==> src/sv/qpud_pkg.sv <==
// Package for the quoted percent decoder: beat types, the decoder state record and the
// character and UTF-8 constants. No dependencies; every other file imports it.
package qpud_pkg;

  typedef struct packed {
    logic [7:0] in_byte;
    logic       end_of_string;
  } in_t;

  typedef struct packed {
    logic [7:0] decoded_byte;
    logic       decoded_present;
    logic       done_res;
    logic       failed;
  } out_t;

  typedef enum logic [1:0] {
    PH_OPEN = 2'd0,
    PH_BODY = 2'd1,
    PH_HEX1 = 2'd2,
    PH_HEX2 = 2'd3
  } phase_t;

  typedef struct packed {
    phase_t      phase;
    logic        error_seen;
    logic [3:0]  high_nibble;
    logic [1:0]  utf8_remaining;
    logic [1:0]  utf8_total;
    logic [20:0] code_point;
  } qpud_state_t;

  localparam qpud_state_t STATE_RESET = '{
    phase:          PH_OPEN,
    error_seen:     1'b0,
    high_nibble:    4'd0,
    utf8_remaining: 2'd0,
    utf8_total:     2'd0,
    code_point:     21'd0
  };

  localparam logic [7:0] CH_SPACE   = 8'h20;
  localparam logic [7:0] CH_BANG    = 8'h21;
  localparam logic [7:0] CH_QUOTE   = 8'h22;
  localparam logic [7:0] CH_HASH    = 8'h23;
  localparam logic [7:0] CH_DOLLAR  = 8'h24;
  localparam logic [7:0] CH_PERCENT = 8'h25;
  localparam logic [7:0] CH_AMP     = 8'h26;
  localparam logic [7:0] CH_TILDE   = 8'h7e;
  localparam logic [7:0] CH_ZERO    = 8'h30;
  localparam logic [7:0] CH_NINE    = 8'h39;
  localparam logic [7:0] CH_UPPER_A = 8'h41;
  localparam logic [7:0] CH_UPPER_F = 8'h46;
  localparam logic [7:0] CH_LOWER_A = 8'h61;
  localparam logic [7:0] CH_LOWER_F = 8'h66;

  localparam logic [7:0] LEAD2_LO = 8'hc2;
  localparam logic [7:0] LEAD2_HI = 8'hdf;
  localparam logic [7:0] LEAD3_LO = 8'he0;
  localparam logic [7:0] LEAD3_HI = 8'hef;
  localparam logic [7:0] LEAD4_LO = 8'hf0;
  localparam logic [7:0] LEAD4_HI = 8'hf4;
  localparam logic [7:0] CONT_MASK = 8'hc0;
  localparam logic [7:0] CONT_TAG  = 8'h80;

  localparam logic [20:0] CP_MIN3    = 21'h000800;
  localparam logic [20:0] CP_MIN4    = 21'h010000;
  localparam logic [20:0] CP_MAX     = 21'h10ffff;
  localparam logic [20:0] CP_SURR_LO = 21'h00d800;
  localparam logic [20:0] CP_SURR_HI = 21'h00dfff;

  // Bit 4 flags a valid hex digit, bits 3:0 hold its value.
  function automatic logic [4:0] hex_digit(input logic [7:0] c);
    logic [4:0] r;
    r = 5'd0;
    if (c >= CH_ZERO && c <= CH_NINE) begin
      r = {1'b1, 4'(c - CH_ZERO)};
    end else if (c >= CH_UPPER_A && c <= CH_UPPER_F) begin
      r = {1'b1, 4'(c - CH_UPPER_A + 8'd10)};
    end else if (c >= CH_LOWER_A && c <= CH_LOWER_F) begin
      r = {1'b1, 4'(c - CH_LOWER_A + 8'd10)};
    end
    return r;
  endfunction

  function automatic logic permitted(input logic [7:0] c);
    return (c == CH_SPACE) || (c == CH_BANG) || (c >= CH_HASH && c <= CH_DOLLAR) ||
           (c >= CH_AMP && c <= CH_TILDE);
  endfunction

endpackage

==> src/sv/qpud_in_stage.sv <==
// Input register of the quoted percent decoder: holds one beat until the decode stage takes it.
// Depends on qpud_pkg for the input beat type.
module qpud_in_stage (
  input  logic          clk,
  input  logic          rst_n,
  input  logic          in_valid,
  output logic          in_stall,
  input  qpud_pkg::in_t in_data,
  input  logic          advance,
  output logic          s1_valid,
  output qpud_pkg::in_t s1_data
);
  import qpud_pkg::*;

  logic s1_valid_r;
  in_t  s1_data_r;

  assign in_stall = s1_valid_r && !advance;
  assign s1_valid = s1_valid_r;
  assign s1_data  = s1_data_r;

  always_ff @(posedge clk) begin
    if (!rst_n) begin
      s1_valid_r <= 1'b0;
    end else if (!in_stall) begin
      s1_valid_r <= in_valid;
    end
  end

  always_ff @(posedge clk) begin
    if (in_valid && !in_stall) begin
      s1_data_r <= in_data;
    end
  end

endmodule

==> src/sv/qpud_step.sv <==
// Per-byte decode logic: quote framing, percent unescaping and strict UTF-8 checking.
// Purely combinational; depends on qpud_pkg for types, constants and helper functions.
module qpud_step (
  input  qpud_pkg::in_t        item,
  input  qpud_pkg::qpud_state_t st,
  output qpud_pkg::qpud_state_t st_nxt,
  output qpud_pkg::out_t       res
);
  import qpud_pkg::*;

  logic [4:0]  hex;
  logic [7:0]  b;

  assign b   = item.in_byte;
  assign hex = hex_digit(b);

  always_comb begin
    qpud_state_t nxt;
    logic        emit;
    logic [7:0]  value;
    logic        bad;
    logic        utf_bad;
    logic [20:0] cp;
    logic [1:0]  rem;
    nxt     = st;
    emit    = 1'b0;
    value   = 8'd0;
    bad     = 1'b0;
    utf_bad = 1'b0;
    cp      = st.code_point;
    rem     = st.utf8_remaining;
    if (item.end_of_string) begin
      bad = st.error_seen || (st.phase != PH_BODY) || (b != CH_QUOTE) ||
            (st.utf8_remaining != 2'd0);
      nxt = STATE_RESET;
    end else if (!st.error_seen) begin
      unique case (st.phase)
        PH_OPEN: begin
          if (b == CH_QUOTE) nxt.phase = PH_BODY;
          else nxt.error_seen = 1'b1;
        end
        PH_BODY: begin
          priority if (b == CH_PERCENT) begin
            nxt.phase = PH_HEX1;
          end else if (permitted(b)) begin
            emit  = 1'b1;
            value = b;
          end else begin
            nxt.error_seen = 1'b1;
          end
        end
        PH_HEX1: begin
          if (!hex[4]) begin
            nxt.error_seen = 1'b1;
          end else begin
            nxt.high_nibble = hex[3:0];
            nxt.phase       = PH_HEX2;
          end
        end
        PH_HEX2: begin
          if (!hex[4]) begin
            nxt.error_seen = 1'b1;
          end else begin
            value     = {st.high_nibble, hex[3:0]};
            emit      = 1'b1;
            nxt.phase = PH_BODY;
          end
        end
        default: nxt.error_seen = 1'b1;
      endcase
      if (emit) begin
        if (st.utf8_remaining == 2'd0) begin
          priority if (value == 8'd0) begin
            utf_bad = 1'b1;
          end else if (!value[7]) begin
            utf_bad = 1'b0;
          end else if (value >= LEAD2_LO && value <= LEAD2_HI) begin
            nxt.code_point     = {16'd0, value[4:0]};
            nxt.utf8_total     = 2'd1;
            nxt.utf8_remaining = 2'd1;
          end else if (value >= LEAD3_LO && value <= LEAD3_HI) begin
            nxt.code_point     = {17'd0, value[3:0]};
            nxt.utf8_total     = 2'd2;
            nxt.utf8_remaining = 2'd2;
          end else if (value >= LEAD4_LO && value <= LEAD4_HI) begin
            nxt.code_point     = {18'd0, value[2:0]};
            nxt.utf8_total     = 2'd3;
            nxt.utf8_remaining = 2'd3;
          end else begin
            utf_bad = 1'b1;
          end
        end else if ((value & CONT_MASK) != CONT_TAG) begin
          utf_bad = 1'b1;
        end else begin
          cp                 = {st.code_point[14:0], value[5:0]};
          rem                = st.utf8_remaining - 2'd1;
          nxt.code_point     = cp;
          nxt.utf8_remaining = rem;
          if (rem == 2'd0) begin
            if (st.utf8_total == 2'd2 && cp < CP_MIN3) utf_bad = 1'b1;
            if (st.utf8_total == 2'd3 && cp < CP_MIN4) utf_bad = 1'b1;
            if (cp > CP_MAX) utf_bad = 1'b1;
            if (cp >= CP_SURR_LO && cp <= CP_SURR_HI) utf_bad = 1'b1;
          end
        end
        if (utf_bad) nxt.error_seen = 1'b1;
      end
    end
    st_nxt              = nxt;
    res.decoded_byte    = emit ? value : 8'd0;
    res.decoded_present = emit;
    res.done_res        = item.end_of_string;
    res.failed          = item.end_of_string && bad;
  end

endmodule

==> src/sv/quoted_percent_utf8_decoder_unit.sv <==
// Top level of the quoted percent decoder: input register, decode state and result register.
// Depends on qpud_pkg, qpud_in_stage and qpud_step.
//
// Usage: a double-quoted string arrives one byte per beat on the in_ channel, with
// end_of_string set on the last byte. Every input beat yields exactly one result beat on
// the out_ channel. A content byte, after %XX unescaping, appears with decoded_present set.
// The beat for the last byte carries done_res and, in failed, the verdict on quoting,
// escapes and strict UTF-8. A receiver drops the decoded bytes of a string that failed.
// A byte accepted into the input register is decoded on its way into the result register.
// One byte per cycle while no result beat is held by out_stall; the per-byte state update is a single pass of logic
// between the input register and the result register.
// Reset clears the decode state to "expect opening quote" and empties both registers.
// When out_stall is high the result register holds its beat; the input register still
// takes a byte if it is empty, after which in_stall rises until the result beat moves on.
// After the last byte of a string the state returns to its reset values for the next one.
module quoted_percent_utf8_decoder_unit (
  input  logic           clk,
  input  logic           rst_n,
  input  logic           in_valid,
  output logic           in_stall,
  input  qpud_pkg::in_t  in_data,
  output logic           out_valid,
  input  logic           out_stall,
  output qpud_pkg::out_t out_data
);
  import qpud_pkg::*;

  logic        s1_valid;
  in_t         s1_data;
  logic        advance;
  qpud_state_t state_r;
  qpud_state_t state_nxt;
  out_t        res;
  out_t        out_r;
  logic        out_valid_r;

  assign advance = s1_valid && (!out_valid_r || !out_stall);

  qpud_in_stage u_in_stage (
    .clk      (clk),
    .rst_n    (rst_n),
    .in_valid (in_valid),
    .in_stall (in_stall),
    .in_data  (in_data),
    .advance  (advance),
    .s1_valid (s1_valid),
    .s1_data  (s1_data)
  );

  qpud_step u_step (
    .item   (s1_data),
    .st     (state_r),
    .st_nxt (state_nxt),
    .res    (res)
  );

  always_ff @(posedge clk) begin
    if (!rst_n) begin
      state_r     <= STATE_RESET;
      out_valid_r <= 1'b0;
    end else if (advance) begin
      state_r     <= state_nxt;
      out_valid_r <= 1'b1;
    end else if (!out_stall) begin
      out_valid_r <= 1'b0;
    end
  end

  always_ff @(posedge clk) begin
    if (advance) begin
      out_r <= res;
    end
  end

  assign out_valid = out_valid_r;
  assign out_data  = out_r;

  a_reset_after_last: assert property (@(posedge clk) disable iff (!rst_n)
    advance && s1_data.end_of_string |=> state_r.phase == PH_OPEN && !state_r.error_seen &&
    state_r.utf8_remaining == 2'd0)
    else $error("decode state not cleared after last byte");

  a_no_emit_on_done: assert property (@(posedge clk) disable iff (!rst_n)
    out_valid_r && out_r.done_res |-> !out_r.decoded_present)
    else $error("content byte emitted on last beat");

  a_failed_needs_done: assert property (@(posedge clk) disable iff (!rst_n)
    out_valid_r && out_r.failed |-> out_r.done_res)
    else $error("failed set without done");

  a_no_emit_after_error: assert property (@(posedge clk) disable iff (!rst_n)
    advance && state_r.error_seen |=> !out_r.decoded_present)
    else $error("byte emitted after sticky error");

  a_stall_only_when_full: assert property (@(posedge clk) disable iff (!rst_n)
    in_stall |-> s1_valid && out_valid_r && out_stall)
    else $error("input stalled while pipeline can move");

endmodule

==> config.mk <==
export PLATFORM = sky130hd
export DESIGN_NAME = quoted_percent_utf8_decoder_unit
export DESIGN_NICKNAME = d
export VERILOG_FILES = /design/src/sv/qpud_pkg.sv /design/src/sv/qpud_in_stage.sv /design/src/sv/qpud_step.sv /design/src/sv/quoted_percent_utf8_decoder_unit.sv
export SDC_FILE = /design/constraint.sdc
export NUM_CORES = 1
export LEC_CHECK = 0
export ABC_AREA = 0
export BUFFER_PORTS_ARGS = -buffer_cell sky130_fd_sc_hd__buf_4
export CAP_MARGIN = 20
export CORE_MARGIN = 2
export CORE_UTILIZATION = 40
export CTS_BUF_LIST = sky130_fd_sc_hd__clkbuf_8
export DETAILED_ROUTE_END_ITERATION = 8
export PLACE_DENSITY_LB_ADDON = 0.1
export RECOVER_POWER = 25
export SLEW_MARGIN = 40
export SYNTH_ARGS = -nofsm -noshare
export SYNTH_HDL_FRONTEND = slang
export SYNTH_HIERARCHICAL = 1
export SYNTH_SLANG_ARGS = --single-unit
==> constraint.sdc <==
create_clock -name clk -period 9.5 [get_ports clk]
set_clock_uncertainty 0.05 [all_clocks]
set_input_delay 1.9 -clock clk [delete_from_list [all_inputs] [get_ports clk]]
set_output_delay 1.9 -clock clk [all_outputs]
set_load 0.02 [all_outputs]
==> Word-level counts from Yosys, hierarchy flattened <==
Index checks and enable logic that the tools add are counted.
{ "totals": {"reg_bits": 48, "in_bits": 13, "output_inout_bits": 13, "wordCells": 168} }
{ "op_classes": {"n_addsub": 6, "order_cmp": 21, "n_eq_ne": 23, "muxes": 61, "bitwise_logic": 1, "reduce_logical": 42} }
{ "ops": {"columns": ["cell", "n"], "rows": [
  ["25-bit two-way mux", 6],
  ["32-bit two-way mux", 2],
  ["21-bit two-way mux", 2],
  ["8-bit two-way mux", 5],
  ["8-bit by 6-bit == test with 1-bit output (second input constant)", 4],
  ["1-bit two-way mux", 31],
  ["8-bit by 6-bit >= comparator with 1-bit output (second input constant)", 3],
  ["8-bit >= comparator (second input constant)", 3],
  ["8-bit by 7-bit less-or-equal comparator with 1-bit output (second input constant)", 3],
  ["8-bit less-or-equal comparator (second input constant)", 3],
  ["21-bit by 16-bit >= comparator with 1-bit output (second input constant)", 1],
  ["21-bit greater-than comparator (second input constant)", 1],
  ["21-bit by 16-bit less-or-equal comparator with 1-bit output (second input constant)", 1],
  ["21-bit by 12-bit < comparator with 1-bit output (second input constant)", 1],
  ["21-bit by 17-bit < comparator with 1-bit output (second input constant)", 1],
  ["3-bit by 2-bit != test with 1-bit output (second input constant)", 6],
  ["8-bit by 7-bit >= comparator with 1-bit output (second input constant)", 2],
  ["8-bit by 6-bit less-or-equal comparator with 1-bit output (second input constant)", 2],
  ["8-bit one-hot mux with 2 select lines", 1],
  ["1-bit logical AND", 15],
  ["5-bit two-way mux", 3],
  ["2-bit two-way mux", 7],
  ["7-bit AND reduction", 2],
  ["3-bit one-hot mux with 4 select lines", 1],
  ["other kinds (22)", 48]
]} }

==> Depth between registers and ports, before layout <==
Gate-level depths: netlist of run 1.
{ "logic_depth": {"ltp_word": 25, "mapped_depth": 14} }

==> By module <==
The synthesis of run 1 kept the hierarchy.
{ "by_module_without_submodules": {"columns": ["mod", "n_inst", "cells_per_inst", "area_per_inst_um2", "seq_area_each_um2"], "rows": [
  ["quoted_percent_utf8_decoder_unit", 1, 154, 1681.6, 991.0],
  ["qpud_step", 1, 240, 1591.5, 0.0],
  ["qpud_in_stage", 1, 13, 317.8, 290.3]
]} }

==> Worst setup path after synthesis of run 1 <==
No wires, ideal clock.
{ "synth_path": {"path_kind": "input port to output port", "start": "input port out_stall", "end": "output port in_stall", "arrival_ns": 2.436, "t_required_ns": 7.550, "slack_ns": 5.114, "path_stages": 4, "cell_sequence": "a21boi_2 buf_6 buf_12 nor2b_4"} }
{ "synth_via": {"elab_chain_cells": 5} }
{ "synth_lines": {"columns": ["item", "line", "rtl"], "rows": [
  ["start, declared", "quoted_percent_utf8_decoder_unit.sv:23", "input logic out_stall,"],
  ["1-bit zero test", null, null],
  ["1-bit logical OR", "quoted_percent_utf8_decoder_unit.sv:37", "assign advance = s1_valid && (!out_valid_r || !out_stall);"],
  ["1-bit logical AND", "quoted_percent_utf8_decoder_unit.sv:37", null],
  ["via advance", "quoted_percent_utf8_decoder_unit.sv:30", "logic advance;"],
  ["1-bit zero test", "qpud_in_stage.sv:18", "assign in_stall = s1_valid_r && !advance;"],
  ["1-bit logical AND", "qpud_in_stage.sv:18", null],
  ["end, declared", "quoted_percent_utf8_decoder_unit.sv:20", "output logic in_stall,"]
]} }
The timed path passes the listed nets, and every way through them passes these cells.

==> Final worst setup path of run 1 <==
{ "layout_path": {"start": "input port out_stall", "end": "output port in_stall"} }
{ "layout_via": {"elab_chain_cells": 5} }
{ "layout_lines": {"columns": ["item", "line"], "rows": [
  ["1-bit zero test", null],
  ["1-bit logical OR", "quoted_percent_utf8_decoder_unit.sv:37"],
  ["1-bit logical AND", "quoted_percent_utf8_decoder_unit.sv:37"],
  ["1-bit zero test", "qpud_in_stage.sv:18"],
  ["1-bit logical AND", "qpud_in_stage.sv:18"]
]} }
No other way between the ends.

==> results.sh, run 1 <==
export IMPL_rsz0062_at_grt="no"
export IMPL_layout_area_seq_mm2=0.00116
export IMPL_crit_path_top_delay_cell="buf_4"
export IMPL_min_path_type="flop to flop"
export IMPL_grt_pass1_wl_mm=12.8
export IMPL_synth_avg_cell_area_um2=8.83
export IMPL_cts_sinks=48
export IMPL_multi_input_area_mm2=0.00190
export IMPL_crit_type="input port to output port"
export IMPL_crit_top_cell="buf_4"
export IMPL_post_route_min_period_ps=4880
export IMPL_antenna_found_initial=0
export IMPL_endpoint_kind="output port"
export IMPL_p_per_area_mw_per_mm2=119
export IMPL_nNetsFinal=397
export IMPL_dp_hpwl_mm=5.23
export IMPL_clk_pin_slew_ps=90
export IMPL_rows=33
export IMPL_netlist_instances=371
export IMPL_num_fill_cells=852
export IMPL_clock_path_buffers=2
export IMPL_chipHeight_um=94.5
export IMPL_required_ps=7550
export IMPL_place_gp_congestion=0.885
export IMPL_finalHoldViolCount=0
export IMPL_drt_iter0_markers=207
export IMPL_cap_violations=1
export IMPL_grt_overflow_total=0
export IMPL_grt_start_max_net_pins=55
export IMPL_arrival_ps=2930
export IMPL_fmax_mhz=205
export IMPL_yosysWarningCount=6
export IMPL_first_global_vias=2516
export IMPL_finalPower_w=0.000417
export IMPL_ctsHoldBuffers=0
export IMPL_die_width_um=94.5
export IMPL_tightest_slew_ps=2180
export IMPL_violations="capacitance limit, slew limit"
export IMPL_drc=0
export IMPL_outcome="finished with violations"
export IMPL_synthToLayoutAreaGrowth_pct=6.91
export IMPL_clock_root_buffer="clkbuf_8"
export IMPL_postRouteWirelength_mm=7.59
export IMPL_fp_coreArea_mm2=0.00809
export IMPL_h_tree_depth=2
export IMPL_synth_area_mm2=0.00328
export IMPL_grtUsageTotal_pct=17.9
export IMPL_viasPerCell=5.62
export IMPL_path_max_fanout=38
export IMPL_floorplan_initialDensity_pct=40.5
export IMPL_final_layout_size_suffix_gt1_share_pct=10.8
export IMPL_path_buf_inv=3
export IMPL_tns_ps=0
export IMPL_cts_resized=0
export IMPL_port_buffers=25
export IMPL_ios=26
export IMPL_crit_family="buffers and inverters"
export IMPL_clk_latency_ps=300
export IMPL_p_leak_nw=1.26
export IMPL_peakVddDrop_mv=0.0450
export IMPL_post_cts_buffers=0
export IMPL_final_setup_viol_count=0
export IMPL_n_antenna_cell=0
export IMPL_drtAntennaViolNets=0
export IMPL_num_vias=2713
export IMPL_start_kind="input port"
export IMPL_numCtsBuffers=5
export IMPL_die_area_mm2=0.00893
export IMPL_maxSlewViolCount=55
export IMPL_crit_chain="buf_4 > a21boi_4 > buf_4 > nor2b_4 > buf_4"
export IMPL_max_slew_margin_pct=-45.2
export IMPL_cts_tree="done"
export IMPL_max_stage_delay_ps=500
export IMPL_synth_nets=391
export IMPL_detail_route_first_pass_iterations=4
export IMPL_wire_per_inst_um=15.7
export IMPL_period_share_pct=51.3
stage by stage:
step	util [%]	instance area (µm²)	instances	hold slack, ps	setup slack, ps
global placement	42.3	3420	475	395	4610
CTS	43.6	3530	483	417	4600
global route	43.3	3500	483	423	4530
finish	43.3	3500	483	415	4620
floorplan	-	3280	371	384	5130
detailed placement	42.3	3420	475	403	4600
flip-flops by register name (all words and copies together), names as in the netlist:
name and cells:
state_r 26, out_data 11, u_in_stage/s1_data 9, out_valid 1
u_in_stage/s1_valid 1
final cells by class:
| type | count | area share, % |
|---|---|---|
| Clock buffer | 5 | 1.96 |
| Multi-Input combinational cell | 286 | 54.2 |
| Inverter | 9 | 0.965 |
| Tap cell | 105 | 3.75 |
| Timing Repair Buffer | 27 | 4.93 |
| Clock inverter | 3 | 1.07 |
| Sequential cell | 48 | 33.2 |
path summary, 6_finish.rpt:
kind                                            start           to  slack, ps  depth (start not counted)
worst max-delay path                        out_stall     in_stall       4620                          5
worst min-delay path                      state_r[21]  state_r[21]        410                          2
worst max register to register  u_in_stage/s1_data[2]   state_r[0]       5380                         11
worst min register to register            state_r[21]  state_r[21]        410                          2
cell usage in the layout (no fill, tap or decap), drive strengths merged, types with 3 or more instances in the layout:
master	instances
o21ai	16
nand3	8
clkbuf	22
o211ai	6
a31oi	7
nor4	3
o21a	4
inv	11
nand2b	7
nor2	23
nor2b	10
buf	10
ha	7
dfxtp	28
nor3b	4
o211a	6
nand2	61
a21oi	18
nand4	6
nor3	14
and3	6
mux2i	37
edfxtp	20
a22oi	3
a211oi	4
worst register-to-register path, delay by kind of cell (launching register included):
kind,cells,cell delay [ps]
compound gates,2,990
simple gates,5,1500
mux,2,430
buf+inv,1,190
flops,1,540
fa+ha+maj,1,300
per-layer routing:
| layer | wire length [µm] | GRT usage [%] | vias up |
|---|---|---|---|
| met2 | 3450 | 28.3 | 73 |
| met5 | 0 | 0 | - |
| met3 | 355 | 2.39 | 7 |
| met1 | 3710 | 25.9 | 1271 |
| li1 | - | - | 1362 |
| met4 | 76 | 4.59 | 0 |
power by group:
group           total, W  internal, W  switching [W]
Clock           0.000145    0.0000767      0.0000686
Sequential      0.000228     0.000221     0.00000711
Combinational  0.0000435    0.0000170      0.0000265
Note: power is estimated with default switching activity, not from simulation.
==> run 2, diff against run 1 <==
==> constraint.sdc (replaced) <==
create_clock -name clk -period 4 [get_ports clk]
set_clock_uncertainty 0.05 [all_clocks]
set_input_delay 0.8 -clock clk [delete_from_list [all_inputs] [get_ports clk]]
set_output_delay 0.8 -clock clk [all_outputs]
set_load 0.02 [all_outputs]
==> run 2 against run 1 <==
  * The run now ends clean
  * Clock power grew 110%
  * Worst hold slack gained 2.3 ps
  * Total power is 130% higher
  * Final cell count grew 1.2%
  * Non-clock buffer count grew 6
  * Via count is 2.5% higher
  * Wire length grew 1.8%
  * Critical endpoint is now state_r[1]
  * Largest cell class unchanged
==> results.sh, run 2 (synthesized netlist as in run 1, its figures left out) <==
export IMPL_min_path_type="flop to flop"
export IMPL_clk_pin_slew_ps=90
export IMPL_tns_ps=0
export IMPL_tightest_slew_ps=638
export IMPL_largest_reg_flops=26
export IMPL_cts_sinks=48
export IMPL_viasPerCell=5.69
export IMPL_postRouteWirelength_mm=7.73
export IMPL_layout_common_cells="nand2_1 (61), mux2i_1 (37), dfxtp_1 (28)"
export IMPL_drt_iter0_markers=223
export IMPL_ios=26
export IMPL_maxSlewViolCount=0
export IMPL_p_leak_nw=1.28
export IMPL_rsz0062_at_grt="no"
export IMPL_grtUsageTotal_pct=18.4
export IMPL_seqPwrFrac_pct=57.0
export IMPL_clock_path_buffers=2
export IMPL_path_max_fanout=8
export IMPL_post_cts_buffers=0
export IMPL_dp_slack_ps=320
export IMPL_clk_latency_ps=300
export IMPL_peakVddDrop_mv=0.146
export IMPL_crit_chain="inv_1 > ha_1 > or3b_1 > and3_1 > o211ai_1 > nor2_1 > and3_1 > or3_1 > mux2_4 > nand2_1 > mux2i_1"
export IMPL_cap_violations=0
export IMPL_p_per_area_mw_per_mm2=269
export IMPL_grt_overflow_total=0
export IMPL_endpoint_kind="flop"
export IMPL_postPlaceCellArea_mm2=0.00347
export IMPL_n_antenna_cell=0
export IMPL_max_stage_delay_ps=500
export IMPL_final_setup_viol_count=0
export IMPL_crit_top_cell="and3_1"
export IMPL_period_share_pct=92.6
export IMPL_drtAntennaViolNets=0
export IMPL_die_area_mm2=0.00893
export IMPL_rrSetupSlack_ps=300
export IMPL_power_frac_comb_pct=10.8
export IMPL_dp_hpwl_mm=5.38
export IMPL_min_path_cells=2
export IMPL_met3_usage_pct=2.47
export IMPL_finalHoldViolCount=0
export IMPL_die_width_um=94.5
export IMPL_fp_coreArea_mm2=0.00809
export IMPL_start_kind="flop"
export IMPL_numCtsBuffers=5
export IMPL_clkPwrFrac_pct=32.2
export IMPL_holdWs_ps=417
export IMPL_final_cell_area_mm2=0.00354
export IMPL_max_slew_margin_pct=57.4
export IMPL_grt_pass1_wl_mm=13.1
export IMPL_wire_per_inst_um=15.8
export IMPL_largest_register="state_r"
export IMPL_clock_root_buffer="clkbuf_8"
export IMPL_drc=0
export IMPL_crit_type="flop to flop"
export IMPL_chipHeight_um=94.5
export IMPL_outcome="completed"
export IMPL_final_common_cell="nand2_1"
export IMPL_first_global_vias=2584
export IMPL_post_route_min_period_ps=3700
export IMPL_place_gp_congestion=0.905
export IMPL_final_setup_worst_slack_ps=296
export IMPL_grt_use_met2_pct=28.2
export IMPL_rr_worst_depth=11
export IMPL_synthToLayoutAreaGrowth_pct=7.98
export IMPL_detail_route_first_pass_iterations=5
export IMPL_required_ps=4120
export IMPL_num_vias=2781
export IMPL_h_tree_depth=2
export IMPL_port_buffers=25
export IMPL_instances_no_fill=489
export IMPL_switching_power_w=0.000248
export IMPL_arrival_ps=3820
export IMPL_antenna_found_initial=0
export IMPL_switching_share_pct=26.0
export IMPL_fmax_mhz=270
export IMPL_grt_busiest_layer="met2"
export IMPL_placed_cells=481
export IMPL_cts_tree="done"
export IMPL_nNetsFinal=403
export IMPL_internal_power_w=0.000704
export IMPL_floorplan_initialDensity_pct=40.5
export IMPL_final_layout_size_suffix_gt1_share_pct=12.8
export IMPL_crit_path_top_delay_cell="o211ai_1"
export IMPL_grt_start_max_net_pins=55
export IMPL_grt_use_met1_pct=27.1
export IMPL_rows=33
[run 2: cell types whose count changed in the layout (fill, tap and decap cells not counted), sizes merged]
cell    delta
clkbuf     +1
buf        +6
bufinv     -1
[run 2: critical path, delay by kind of cell, from the launching register on]
kind / cells / cell delay (ps)
adders and majority gates: 1 / 280
AOI/OAI and AO/OA: 1 / 500
muxes: 2 / 410
DFF: 1 / 490
buffers and inverters: 1 / 140
and+or+nand+nor: 6 / 1700
[run 2: power by group through the flow]
stage	clock network [W]	logic [W]	registers (W)
finish	0.000306	0.000103	0.000543
global route	0.000340	0.000113	0.000545
CTS	0.000321	0.000106	0.000543
detailed placement	0	0.000106	0.000554
global placement	0	0.000107	0.000554
floorplan	0	0.0000828	0.000551
[run 2: layer usage]
metal / vias up / share of wire (%)
met1: 1299 / 50
met4: 0 / 1.8
met3: 14 / 5.0
met2: 100 / 43
met5: - / 0
li1: 1368 / -
[run 2: metrics by stage]
| stage | util [%] | power, W |
|---|---|---|
| global placement | 42.9 | 0.000660 |
| finish | 43.7 | 0.000952 |
| floorplan | - | 0.000634 |
| detailed placement | 42.9 | 0.000660 |
| CTS | 44.0 | 0.000970 |
| global route | 43.7 | 0.000998 |
[run 2: final cells by class]
class / count / area, µm²
fill: 818 / 4560
clock inverter: 2 / 10.0
tap: 105 / 131
timing repair buffer: 33 / 218
inverter: 9 / 33.8
sequential: 48 / 1160
multi-input combinational: 286 / 1900
clock buffer: 6 / 82.6
[run 2: final timing paths]
kind,startpoint,end
setup / recovery,u_in_stage/s1_data[2],state_r[1]
hold / removal,state_r[21],state_r[21]
setup reg to reg,u_in_stage/s1_data[2],state_r[1]
hold reg to reg,state_r[21],state_r[21]
[run 2: timing repair]
item / in CTS / in global routing
gates resized for setup: 0 / 1
setup endpoints to repair: 0 / 6
hold buffers: 0 / 0
